**src/design/imhrl_pkg.sv**
```systemverilog
// ----------------------------------------------------------------------------
// imhrl_pkg
// Shared constants, codes and types of the route limit heap.
// ----------------------------------------------------------------------------
package imhrl_pkg;

  // Sizing
  localparam int MAX_ROADS   = 64;
  localparam int HEIGHT_BITS = 16;
  localparam int ROAD_W      = 7;
  localparam int CMD_W       = 1;
  localparam int CFG_W       = 7;
  localparam int APB_DATA_W  = 32;
  localparam int PADDR_W     = 3;

  localparam int SLOT_W  = ($clog2(MAX_ROADS) < 2) ? 2 : $clog2(MAX_ROADS);
  localparam int ROW_W   = SLOT_W - 1;
  localparam int CNT_W   = SLOT_W + 1;
  localparam int KIDX_W  = SLOT_W + 2;
  localparam int KEY_W   = HEIGHT_BITS + 1;

  localparam int COUNT_RESET = (64 > MAX_ROADS) ? MAX_ROADS : 64;

  localparam logic [KEY_W-1:0] KEY_UNLIMITED = {1'b1, {HEIGHT_BITS{1'b0}}};

  // Command codes
  localparam logic [CMD_W-1:0] CMD_ADD   = 1'b0;
  localparam logic [CMD_W-1:0] CMD_QUERY = 1'b1;

  // Register index as decoded from paddr[2]
  localparam logic REG_ROAD_COUNT = 1'b0;

  typedef enum logic [2:0] {
    ST_IDLE,
    ST_QUERY,
    ST_LOOKUP,
    ST_FETCH,
    ST_KIDS,
    ST_CMP
  } state_e;

  typedef struct packed {
    logic [KEY_W-1:0]  key;
    logic [SLOT_W-1:0] road;
  } heap_ent_t;

  localparam int HEAP_W = $bits(heap_ent_t);

  typedef struct packed {
    logic             reinit;
    logic [CNT_W-1:0] count;
  } cfg_t;

endpackage

```
**src/design/imhrl_ram.sv**
```systemverilog
// ----------------------------------------------------------------------------
// imhrl_ram
// Single write port, single read port RAM with registered read data.
// ----------------------------------------------------------------------------
module imhrl_ram #(
  parameter int DATA_W = 8,
  parameter int ADDR_W = 4
) (
  input  logic              clk_i,
  input  logic              we_i,
  input  logic [ADDR_W-1:0] waddr_i,
  input  logic [DATA_W-1:0] wdata_i,
  input  logic              re_i,
  input  logic [ADDR_W-1:0] raddr_i,
  output logic [DATA_W-1:0] rdata_o
);

  logic [DATA_W-1:0] mem_q [2**ADDR_W];
  logic [DATA_W-1:0] rdata_q;

  always_ff @(posedge clk_i) begin
    if (we_i) begin
      mem_q[waddr_i] <= wdata_i;
    end
  end

  always_ff @(posedge clk_i) begin
    if (re_i) begin
      rdata_q <= mem_q[raddr_i];
    end
  end

  assign rdata_o = rdata_q;

endmodule

```
**src/design/imhrl_cfg.sv**
```systemverilog
// ----------------------------------------------------------------------------
// imhrl_cfg
// APB register file: road count, clamped on write, with reinit strobe.
// ----------------------------------------------------------------------------
module imhrl_cfg (
  input  logic                           clk_i,
  input  logic                           rst_ni,
  input  logic                           psel,
  input  logic                           penable,
  input  logic                           pwrite,
  input  logic [imhrl_pkg::PADDR_W-1:0]  paddr,
  input  logic [imhrl_pkg::APB_DATA_W-1:0] pwdata,
  output logic [imhrl_pkg::APB_DATA_W-1:0] prdata,
  output logic                           pready,
  output imhrl_pkg::cfg_t                cfg_o
);
  import imhrl_pkg::*;

  logic             wr_en;
  logic [CFG_W-1:0] wval;
  logic [CNT_W-1:0] count_q, count_d;

  assign pready = 1'b1;
  assign wr_en  = psel && penable && pwrite && pready && (paddr[2] == REG_ROAD_COUNT);
  assign wval   = pwdata[CFG_W-1:0];

  // Clamp the written count into 1..MAX_ROADS
  always_comb begin
    count_d = count_q;
    if (wr_en) begin
      if (wval == '0) begin
        count_d = CNT_W'(1);
      end else if (32'(wval) > 32'(MAX_ROADS)) begin
        count_d = CNT_W'(MAX_ROADS);
      end else begin
        count_d = CNT_W'(wval);
      end
    end
  end

  always_ff @(posedge clk_i or negedge rst_ni) begin
    if (!rst_ni) begin
      count_q <= CNT_W'(COUNT_RESET);
    end else begin
      count_q <= count_d;
    end
  end

  assign prdata = (paddr[2] == REG_ROAD_COUNT) ? APB_DATA_W'(count_q) : '0;

  assign cfg_o.reinit = wr_en;
  assign cfg_o.count  = count_q;

endmodule

```
**src/design/imhrl_ctrl.sv**
```systemverilog
// ----------------------------------------------------------------------------
// imhrl_ctrl
// Heap sequencer: root query, slot lookup, key lowering and sift-down over banked RAMs.
// ----------------------------------------------------------------------------
module imhrl_ctrl (
  input  logic                            clk_i,
  input  logic                            rst_ni,
  input  imhrl_pkg::cfg_t                 cfg_i,
  input  logic                            in_valid_i,
  output logic                            in_ready_o,
  input  logic [imhrl_pkg::CMD_W-1:0]     command_i,
  input  logic [imhrl_pkg::ROAD_W-1:0]    road_i,
  input  logic [imhrl_pkg::HEIGHT_BITS-1:0] height_i,
  output logic                            out_valid_o,
  input  logic                            out_ready_i,
  output logic [imhrl_pkg::ROAD_W-1:0]    chosen_road_o
);
  import imhrl_pkg::*;

  state_e state_q, state_d;

  // Datapath registers
  logic [SLOT_W-1:0]      idx_q, idx_d;
  logic [KEY_W-1:0]       cur_key_q, cur_key_d;
  logic [SLOT_W-1:0]      cur_road_q, cur_road_d;
  logic [HEIGHT_BITS-1:0] height_q, height_d;
  logic                   r_ok_q, r_ok_d;
  logic                   out_valid_q, out_valid_d;
  logic [ROAD_W-1:0]      chosen_q, chosen_d;

  // Valid bits: an entry never written reads as its reset value
  logic [2**SLOT_W-1:0] heap_vld_q;
  logic [2**SLOT_W-1:0] slot_vld_q;

  // Memory ports
  logic              heap_re;
  logic [ROW_W-1:0]  ev_raddr, od_raddr;
  logic              heap_we;
  logic [SLOT_W-1:0] heap_wslot;
  heap_ent_t         heap_wdata;
  logic [HEAP_W-1:0] ev_rdata, od_rdata;
  logic              sl_re;
  logic [SLOT_W-1:0] sl_raddr;
  logic              sl_we;
  logic [SLOT_W-1:0] sl_waddr;
  logic [SLOT_W-1:0] sl_wdata;
  logic [SLOT_W-1:0] sl_rdata;

  // Read tags, registered with the read
  logic [ROW_W-1:0]  ev_row_q, od_row_q;
  logic              ev_vld_q, od_vld_q;
  logic [SLOT_W-1:0] sl_addr_q;
  logic              sl_vld_q;

  heap_ent_t         ev_ent, od_ent, fetch_ent, best_ent;
  logic [SLOT_W-1:0] sl_slot;

  logic                  accept;
  logic                  is_query;
  logic                  road_ok;
  logic [ROAD_W-1:0]     road_m1;
  logic [KIDX_W-1:0]     l_idx, r_idx, count_kx;
  logic                  l_ok, r_ok;
  logic                  take_l, take_r, moving;
  logic [KEY_W-1:0]      best_key;
  logic [SLOT_W-1:0]     best_slot;
  logic [KEY_W-1:0]      height_ext;
  logic                  lower;
  logic                  slot_in_range;
  logic                  out_load;
  logic [SLOT_W:0]       root_p1;

  imhrl_ram #(.DATA_W(HEAP_W), .ADDR_W(ROW_W)) u_heap_even (
    .clk_i   (clk_i),
    .we_i    (heap_we && !heap_wslot[0]),
    .waddr_i (heap_wslot[SLOT_W-1:1]),
    .wdata_i (heap_wdata),
    .re_i    (heap_re),
    .raddr_i (ev_raddr),
    .rdata_o (ev_rdata)
  );

  imhrl_ram #(.DATA_W(HEAP_W), .ADDR_W(ROW_W)) u_heap_odd (
    .clk_i   (clk_i),
    .we_i    (heap_we && heap_wslot[0]),
    .waddr_i (heap_wslot[SLOT_W-1:1]),
    .wdata_i (heap_wdata),
    .re_i    (heap_re),
    .raddr_i (od_raddr),
    .rdata_o (od_rdata)
  );

  imhrl_ram #(.DATA_W(SLOT_W), .ADDR_W(SLOT_W)) u_road_slot (
    .clk_i   (clk_i),
    .we_i    (sl_we),
    .waddr_i (sl_waddr),
    .wdata_i (sl_wdata),
    .re_i    (sl_re),
    .raddr_i (sl_raddr),
    .rdata_o (sl_rdata)
  );

  // Resolve read data against the valid bits
  always_comb begin
    ev_ent = heap_ent_t'(ev_rdata);
    if (!ev_vld_q) begin
      ev_ent.key  = KEY_UNLIMITED;
      ev_ent.road = {ev_row_q, 1'b0};
    end
    od_ent = heap_ent_t'(od_rdata);
    if (!od_vld_q) begin
      od_ent.key  = KEY_UNLIMITED;
      od_ent.road = {od_row_q, 1'b1};
    end
  end

  assign sl_slot   = sl_vld_q ? sl_rdata : sl_addr_q;
  assign fetch_ent = idx_q[0] ? od_ent : ev_ent;

  assign in_ready_o = (state_q == ST_IDLE);
  assign accept     = in_valid_i && in_ready_o;
  assign is_query   = (command_i == CMD_QUERY);
  assign road_m1    = road_i - ROAD_W'(1);
  assign road_ok    = (road_i != '0) && (32'(road_i) <= 32'(cfg_i.count));

  assign height_ext    = {1'b0, height_q};
  assign lower         = fetch_ent.key > height_ext;
  assign slot_in_range = 32'(sl_slot) < 32'(cfg_i.count);

  // Children of idx: 2*idx+1 sits in the odd bank, 2*idx+2 in the even bank
  assign l_idx    = {1'b0, idx_q, 1'b1};
  assign r_idx    = l_idx + KIDX_W'(1);
  assign count_kx = KIDX_W'(cfg_i.count);
  assign l_ok     = l_idx < count_kx;
  assign r_ok     = r_idx < count_kx;

  // Left child tested first, strict compares
  assign take_l    = od_ent.key > cur_key_q;
  assign best_key  = take_l ? od_ent.key : cur_key_q;
  assign take_r    = r_ok_q && (ev_ent.key > best_key);
  assign moving    = take_l || take_r;
  assign best_ent  = take_r ? ev_ent : od_ent;
  assign best_slot = take_r ? {ev_row_q, 1'b0} : {od_row_q, 1'b1};

  assign out_load = (state_q == ST_QUERY) && (!out_valid_q || out_ready_i);
  assign root_p1  = {1'b0, ev_ent.road} + (SLOT_W+1)'(1);

  // Next state
  always_comb begin
    state_d = state_q;
    case (state_q)
      ST_IDLE: begin
        if (accept) begin
          if (is_query) begin
            state_d = ST_QUERY;
          end else if (road_ok) begin
            state_d = ST_LOOKUP;
          end
        end
      end
      ST_QUERY: begin
        if (out_load) begin
          state_d = ST_IDLE;
        end
      end
      ST_LOOKUP: begin
        state_d = slot_in_range ? ST_FETCH : ST_IDLE;
      end
      ST_FETCH: begin
        state_d = lower ? ST_KIDS : ST_IDLE;
      end
      ST_KIDS: begin
        state_d = l_ok ? ST_CMP : ST_IDLE;
      end
      ST_CMP: begin
        state_d = moving ? ST_KIDS : ST_IDLE;
      end
      default: begin
        state_d = ST_IDLE;
      end
    endcase
  end

  // Outputs and datapath
  always_comb begin
    idx_d       = idx_q;
    cur_key_d   = cur_key_q;
    cur_road_d  = cur_road_q;
    height_d    = height_q;
    r_ok_d      = r_ok_q;
    out_valid_d = out_valid_q && !out_ready_i;
    chosen_d    = chosen_q;
    heap_re     = 1'b0;
    ev_raddr    = '0;
    od_raddr    = '0;
    heap_we     = 1'b0;
    heap_wslot  = idx_q;
    heap_wdata  = heap_ent_t'{key: cur_key_q, road: cur_road_q};
    sl_re       = 1'b0;
    sl_raddr    = SLOT_W'(road_m1);
    sl_we       = 1'b0;
    sl_waddr    = cur_road_q;
    sl_wdata    = idx_q;
    case (state_q)
      ST_IDLE: begin
        if (accept) begin
          height_d   = height_i;
          cur_road_d = SLOT_W'(road_m1);
          if (is_query) begin
            heap_re = 1'b1;
          end else begin
            sl_re = road_ok;
          end
        end
      end
      ST_QUERY: begin
        if (out_load) begin
          out_valid_d = 1'b1;
          chosen_d    = (height_ext < ev_ent.key) ? ROAD_W'(root_p1) : '0;
        end
      end
      ST_LOOKUP: begin
        idx_d    = sl_slot;
        heap_re  = slot_in_range;
        ev_raddr = sl_slot[SLOT_W-1:1];
        od_raddr = sl_slot[SLOT_W-1:1];
      end
      ST_FETCH: begin
        cur_key_d = height_ext;
      end
      ST_KIDS: begin
        if (l_ok) begin
          heap_re  = 1'b1;
          od_raddr = l_idx[ROW_W:1];
          ev_raddr = r_idx[ROW_W:1];
          r_ok_d   = r_ok;
        end else begin
          // Leaf reached: drop the floating entry here
          heap_we = 1'b1;
          sl_we   = 1'b1;
        end
      end
      ST_CMP: begin
        heap_we = 1'b1;
        sl_we   = 1'b1;
        if (moving) begin
          heap_wdata = best_ent;
          sl_waddr   = best_ent.road;
          idx_d      = best_slot;
        end
      end
      default: begin
      end
    endcase
  end

  always_ff @(posedge clk_i or negedge rst_ni) begin
    if (!rst_ni) begin
      state_q     <= ST_IDLE;
      out_valid_q <= 1'b0;
      heap_vld_q  <= '0;
      slot_vld_q  <= '0;
    end else begin
      state_q     <= state_d;
      out_valid_q <= out_valid_d;
      if (cfg_i.reinit) begin
        heap_vld_q <= '0;
        slot_vld_q <= '0;
      end else begin
        if (heap_we) begin
          heap_vld_q[heap_wslot] <= 1'b1;
        end
        if (sl_we) begin
          slot_vld_q[sl_waddr] <= 1'b1;
        end
      end
    end
  end

  always_ff @(posedge clk_i) begin
    idx_q      <= idx_d;
    cur_key_q  <= cur_key_d;
    cur_road_q <= cur_road_d;
    height_q   <= height_d;
    r_ok_q     <= r_ok_d;
    chosen_q   <= chosen_d;
    if (heap_re) begin
      ev_row_q <= ev_raddr;
      od_row_q <= od_raddr;
      ev_vld_q <= heap_vld_q[{ev_raddr, 1'b0}];
      od_vld_q <= heap_vld_q[{od_raddr, 1'b1}];
    end
    if (sl_re) begin
      sl_addr_q <= sl_raddr;
      sl_vld_q  <= slot_vld_q[sl_raddr];
    end
  end

  assign out_valid_o   = out_valid_q;
  assign chosen_road_o = chosen_q;

`ifndef SYNTHESIS
  a_write_only_in_sift: assert property (@(posedge clk_i) disable iff (!rst_ni)
    (heap_we || sl_we) |-> (state_q == ST_KIDS || state_q == ST_CMP))
    else $error("heap write outside sift-down");

  a_sift_idx_in_range: assert property (@(posedge clk_i) disable iff (!rst_ni)
    (state_q == ST_KIDS) |-> (32'(idx_q) < 32'(cfg_i.count)))
    else $error("sift index beyond road count");

  a_sift_moves_down: assert property (@(posedge clk_i) disable iff (!rst_ni)
    (state_q == ST_CMP && moving) |=> (idx_q > $past(idx_q)))
    else $error("sift-down did not descend");

  a_reinit_clears: assert property (@(posedge clk_i) disable iff (!rst_ni)
    cfg_i.reinit |=> (heap_vld_q == '0 && slot_vld_q == '0))
    else $error("reinit left valid entries");

  a_query_loads_result: assert property (@(posedge clk_i) disable iff (!rst_ni)
    out_load |=> (out_valid_q && state_q == ST_IDLE))
    else $error("query result not presented");
`endif

endmodule

```
**src/design/indexed_max_heap_of_route_limits_unit.sv**
```systemverilog
// ----------------------------------------------------------------------------
// indexed_max_heap_of_route_limits_unit
// Per-road clearance limits kept in an indexed binary max-heap.
// ----------------------------------------------------------------------------
// Usage:
//   Input channel (in_valid_i / in_ready_o) carries command_i, road_i and
//   height_i. An add transaction lowers the road's limit to height_i when it
//   is strictly smaller and sifts the entry down; it returns nothing. A query
//   transaction returns one output transaction with chosen_road_o: the road
//   at the heap root when height_i is strictly below its limit, else 0.
//   Sequencing: one transaction at a time. A query reads the heap root, then
//   loads its result into the output register, waiting while an earlier
//   result is still held. An add looks up the road's slot, reads the entry,
//   and, if lowered, repeats a children read and a compare and write-back
//   for each level the entry descends (at most 6 for 64 roads).
//   Output stall: the result sits in an output register, so a new
//   transaction is taken while it waits; a second query holds until the
//   receiver takes the first result.
//   Reset: all limits unlimited, slot i holds road i+1, road_count 64.
//   Writing road_count over APB (address 0) reinitializes the heap at once
//   through per-entry valid bits; no clearing pass is needed.
// ----------------------------------------------------------------------------
module indexed_max_heap_of_route_limits_unit (
  input  logic                              clk_i,
  input  logic                              rst_ni,
  // APB configuration
  input  logic                              psel,
  input  logic                              penable,
  input  logic                              pwrite,
  input  logic [imhrl_pkg::PADDR_W-1:0]     paddr,
  input  logic [imhrl_pkg::APB_DATA_W-1:0]  pwdata,
  output logic [imhrl_pkg::APB_DATA_W-1:0]  prdata,
  output logic                              pready,
  // Command channel
  input  logic                              in_valid_i,
  output logic                              in_ready_o,
  input  logic [imhrl_pkg::CMD_W-1:0]       command_i,
  input  logic [imhrl_pkg::ROAD_W-1:0]      road_i,
  input  logic [imhrl_pkg::HEIGHT_BITS-1:0] height_i,
  // Result channel
  output logic                              out_valid_o,
  input  logic                              out_ready_i,
  output logic [imhrl_pkg::ROAD_W-1:0]      chosen_road_o
);
  import imhrl_pkg::*;

  // Road count and reinit strobe from the register file
  cfg_t cfg;

  imhrl_cfg u_cfg (
    .clk_i   (clk_i),
    .rst_ni  (rst_ni),
    .psel    (psel),
    .penable (penable),
    .pwrite  (pwrite),
    .paddr   (paddr),
    .pwdata  (pwdata),
    .prdata  (prdata),
    .pready  (pready),
    .cfg_o   (cfg)
  );

  // Sequencer with the heap and slot RAMs
  imhrl_ctrl u_ctrl (
    .clk_i         (clk_i),
    .rst_ni        (rst_ni),
    .cfg_i         (cfg),
    .in_valid_i    (in_valid_i),
    .in_ready_o    (in_ready_o),
    .command_i     (command_i),
    .road_i        (road_i),
    .height_i      (height_i),
    .out_valid_o   (out_valid_o),
    .out_ready_i   (out_ready_i),
    .chosen_road_o (chosen_road_o)
  );

endmodule
```
**config.mk**
```make
export PLATFORM = sky130hd
export DESIGN_NAME = indexed_max_heap_of_route_limits_unit
export DESIGN_NICKNAME = d
export VERILOG_FILES = /design/src/design/imhrl_pkg.sv /design/src/design/imhrl_ram.sv /design/src/design/imhrl_cfg.sv /design/src/design/imhrl_ctrl.sv /design/src/design/indexed_max_heap_of_route_limits_unit.sv
export SDC_FILE = /design/constraint.sdc
export NUM_CORES = 2
export LEC_CHECK = 0
export ABC_CLOCK_PERIOD_IN_PS = 8300
export BUFFER_PORTS_ARGS = -buffer_cell sky130_fd_sc_hd__buf_2
export CAP_MARGIN = 10
export CELL_PAD_IN_SITES_DETAIL_PLACEMENT = 0
export CELL_PAD_IN_SITES_GLOBAL_PLACEMENT = 2
export CORE_AREA = 2 2 470 472
export CTS_BUF_LIST = sky130_fd_sc_hd__clkbuf_4
export DETAILED_ROUTE_END_ITERATION = 16
export DIE_AREA = 0 0 472 474
export HOLD_SLACK_MARGIN = 0.05
export PLACE_DENSITY = 0.8
export SLEW_MARGIN = 40
export SYNTH_ARGS = -nofsm -noshare
export SYNTH_HDL_FRONTEND = slang
export SYNTH_SLANG_ARGS = --single-unit
```
**constraint.sdc**
```tcl
create_clock -name clk_i -period 8.3 [get_ports clk_i]
set_input_delay 1.66 -clock clk_i [delete_from_list [all_inputs] [get_ports clk_i]]
set_output_delay 1.66 -clock clk_i [all_outputs]
set_load 0.005 [all_outputs]
```
==> impl_metrics.csv <==
group,metric,value,unit
setup_path,worst-path-buf-inv,4,
floorplan,ios,108,
power_and_ir_drop,p_per_area,302.1,nW/um2
sta,fmax,129.3,MHz
final_layout,drive_gt1_frac,0.2176,
synth,synth_area,87140,um2
setup_path,crit_arrival,8.72,ns
place,placed_cells,8616,
clocking,path_clk_slew,0.07,ns
setup_path,critical_path_class,"reg2reg",
sta,fin_crit_sh,0.9320,
global_routing,busiest_layer,"met2",
sta,hold_violations,0,
final_layout,mostFrequentLayoutCell,"edfxtp_1",
sta,clock_skew,0.1719,ns
setup_path,path_common_cell,"buf_4",
floorplan,die_y,474,um
synth,ys.warnings.count,0,
synth,synth_compound_area_frac,0.07063,
clocking,cts_buffers,574,
floorplan,die_area,223700,um2
setup_path,startpoint_type,"flip-flop",
floorplan,die_x,472,um
synth,ys_async_sr_fraction,0.06563,
global_routing,grt_pass1_vias,55780,
clocking,h-tree-depth,6,
final_layout,stdcell_count,9620,
global_routing,grtUsageMet1,0.3036,
outcome,status,"completed",
sta,tightestPinTransition,0.9250,ns
synth,yosys-mux-area-fraction,0.04238,
synth,yosysSeqAreaShare,0.7219,
routing,detail_route.wl_per_cell,26.51,um
clocking,clock_path_buffers,4,
job,cap_viol_max_count,0,
synth,synth.avg_cell_area,14.47,um2
floorplan,std_cell_rows,172,
clocking,post-cts-setup-buffers,0,
synth,synth_seq_cells,2118,
global_routing,grtUsageTotal,0.2234,
clocking,clkLatencyLatePin,1.41,ns
synth,synthFlopType,"edfxtp_1",
floorplan,core_area,218700,um2
routing,drc,0,
synth,synth_edf_count,1979,
setup_path,critPathSlowestCell,"edfxtp_1",
setup_path,critPathMaxStageDelay,0.80,ns
sta,drv_slew,0,
clocking,cts_tree,"built",
power_and_ir_drop,ir_drop,0.1899,mV
routing,dr.pass1.iters,6,
synth,netlist_instances,6024,
setup_path,cp_data_required_time,9.29,ns
final_layout,finish.net_count,6482,
global_routing,antenna_found_initial,17,
global_routing,grt-ovfl-total,0,
clocking,hold_buffers,0,
final_layout,area_growth,13.26,%
routing,antenna_left,0,
synth,yosys.area_share.adder,0.01278,
sta,finalSetupViolCount,0,
global_routing,grt_use_met3,0.04265,
floorplan,start_util,0.3986,
setup_path,worstPathCellList,"and2_1, ha_1, a21o_1, a211oi_1, a21boi_0, and4bb_4, nand2b_1, buf_4, mux2i_1, ha_1, nand4_1, or4_1, a31o_1, a31oi_4, buf_4, buf_4, and3_1, a221o_4, buf_4, nand3_1, nor2_1",
routing,viasPerCell,5.937,
sta,final.setup.tns,0,ns
place,place_congestion,0.8613,
global_routing,grt_pass1_wl,372600,um
setup_path,path_max_fanout,31,
sta,relSlewSlack,0.3833,
setup_path,cp_top_family,"simple AND/OR/NAND/NOR gates",
synth,synthXorXnorAreaFrac,0.001307,
global_routing,grt_max_degree,167,
place,place_hpwl,140800,um
routing,vias,57110,
setup_path,worstSetupEndpointType,"flip-flop",
routing,routed_wl,255000,um
sta,rsz0062_at_grt,"no",
synth,synth_top_family_by_area,"simple AND/OR/NAND/NOR gates",
global_routing,grt_util_met2,0.3509,
clocking,cts.sink_count,2118,
worst_hold_path,hold_class,"in2async",
synth,synth_cell_type_count,78,
clocking,cts_resized,0,
synth,synthSimpleGateAreaFrac,0.1225,
clocking,ctsRootBufferMaster,"clkbuf_4",
place,placement.io_buffers,54,
power_and_ir_drop,leakagePower,0.03303,uW
sta,fin_crit,7.735,ns
routing,drt_iter0_drc,6440,
final_layout,final_cell_mix,"1979 x edfxtp_1, 885 x nand2_1, 868 x clkbuf_4",
[logic make-up (layout without fill, tap and decap cells)]
| group | after synthesis | after routing |
|---|---|---|
| buffers and inverters | 622 | 1315 |
| multiplexers | 193 | 193 |
| AND/OR/NAND/NOR | 2173 | 2173 |
| XOR/XNOR | 13 | 13 |
| other | 2 | 34 |
| AO/OA/AOI/OAI | 814 | 814 |
| flip-flops | 2118 | 2118 |
| adder cells (fa/ha/maj) | 89 | 89 |
[state kept, by name (all words and copies together) (netlist names), 3 cells and up]
name	flops
u_cfg.count_q	7
u_ctrl.chosen_road_o	7
u_ctrl.cur_key_q	16
u_ctrl.cur_road_q	6
u_ctrl.ev_row_q	5
u_ctrl.heap_vld_q	64
u_ctrl.heap_wslot	6
u_ctrl.height_q	16
u_ctrl.od_row_q	5
u_ctrl.sl_addr_q	6
u_ctrl.slot_vld_q	64
u_ctrl.state_q	3
u_ctrl.u_heap_even.mem_q	736
u_ctrl.u_heap_even.rdata_o	23
u_ctrl.u_heap_odd.mem_q	736
u_ctrl.u_heap_odd.rdata_o	23
u_ctrl.u_road_slot.mem_q	384
u_ctrl.u_road_slot.rdata_o	6
[Yosys cell counts (8+ instances only)]
cell type     n  share of area
o21ai_1      11        0.00063
nor2_1      312          0.013
and3_1       19         0.0014
nor4_1      821          0.059
nand2_1     888          0.038
inv_2        11        0.00047
nor3_1       10        0.00057
mux2i_1      45         0.0052
buf_1        58         0.0025
a21oi_1      40         0.0023
a311oi_1    384          0.039
and2_1       16         0.0011
nand3_1      28         0.0016
nand2b_1     10        0.00072
clkbuf_1    448          0.019
dfrtp_1     138          0.040
a22o_1       32         0.0032
nand3b_1      8        0.00069
inv_1        70         0.0030
ha_1         89          0.013
buf_4        28         0.0024
o21ai_0      74         0.0042
nand4_1       9        0.00065
mux2_2        8         0.0010
o22ai_1     197          0.014
nor2b_1      18         0.0013
a211oi_1     12         0.0010
mux4_2      140          0.036
edfxtp_1   1979           0.68
a21o_1       13         0.0011
xnor2_1       9        0.00090
[routing by layer]
metal  share of wire  vias to the layer above  routed length (um)
li1                -                    25030                   -
met1            0.41                    28850              104800
met2            0.47                     2798              120000
met3           0.079                      428               20220
met4           0.039                        0                9992
met5               0                        -                   0
[where the power goes]
group | internal (uW) | leakage [uW] | switching, uW
logic | 2100 | 0.00894 | 5420
registers | 12700 | 0.0197 | 364
clock network | 4970 | 0.00434 | 4280
[worst paths after layout]
| path | slack (ns) | startpoint | to | cells after the start |
|---|---|---|---|---|
| max in group asynchronous | 6.78 | rst_ni | u_ctrl.slot_vld_q[24] | 3 |
| min in group clk_i | 0.45 | height_i[14] | u_ctrl.height_q[14] | 1 |
| max reg2reg | 0.56 | u_ctrl.od_vld_q | u_ctrl.u_road_slot.mem_q[31][1] | 21 |
| min | 0.32 | rst_ni | u_ctrl.slot_vld_q[8] | 1 |
| min reg2reg | 0.48 | u_ctrl.slot_vld_q[60] | u_ctrl.slot_vld_q[60] | 2 |
| max | 0.56 | u_ctrl.od_vld_q | u_ctrl.u_road_slot.mem_q[31][1] | 21 |
[final cells by class]
type / instances / area, um2
well taps: 2871 / 3592
clock inverters: 122 / 703.2
multi-input cells: 3308 / 22480
flip-flops and latches: 2118 / 62910
inverters: 81 / 332.8
diodes: 8 / 20.02
repair buffers: 244 / 2151
fillers: 19500 / 119900
clock buffers: 868 / 6516
[through the flow]
stage / total power, uW / hold slack (ns) / util / setup WS, ns / area [um2]
floorplan: 17600 / 0.4446 / - / 0.07043 / 87230
global placement: 20550 / 0.4558 / 0.4159 / 0.7337 / 90930
detailed placement: 20700 / 0.4628 / 0.4174 / 0.7121 / 91270
CTS: 29990 / 0.1717 / 0.4504 / 0.5991 / 98490
global route: 31170 / 0.2410 / 0.4514 / 0.2439 / 98700
finish: 29820 / 0.3154 / 0.4514 / 0.5645 / 98700
Note: power is estimated with default switching activity, not from simulation.
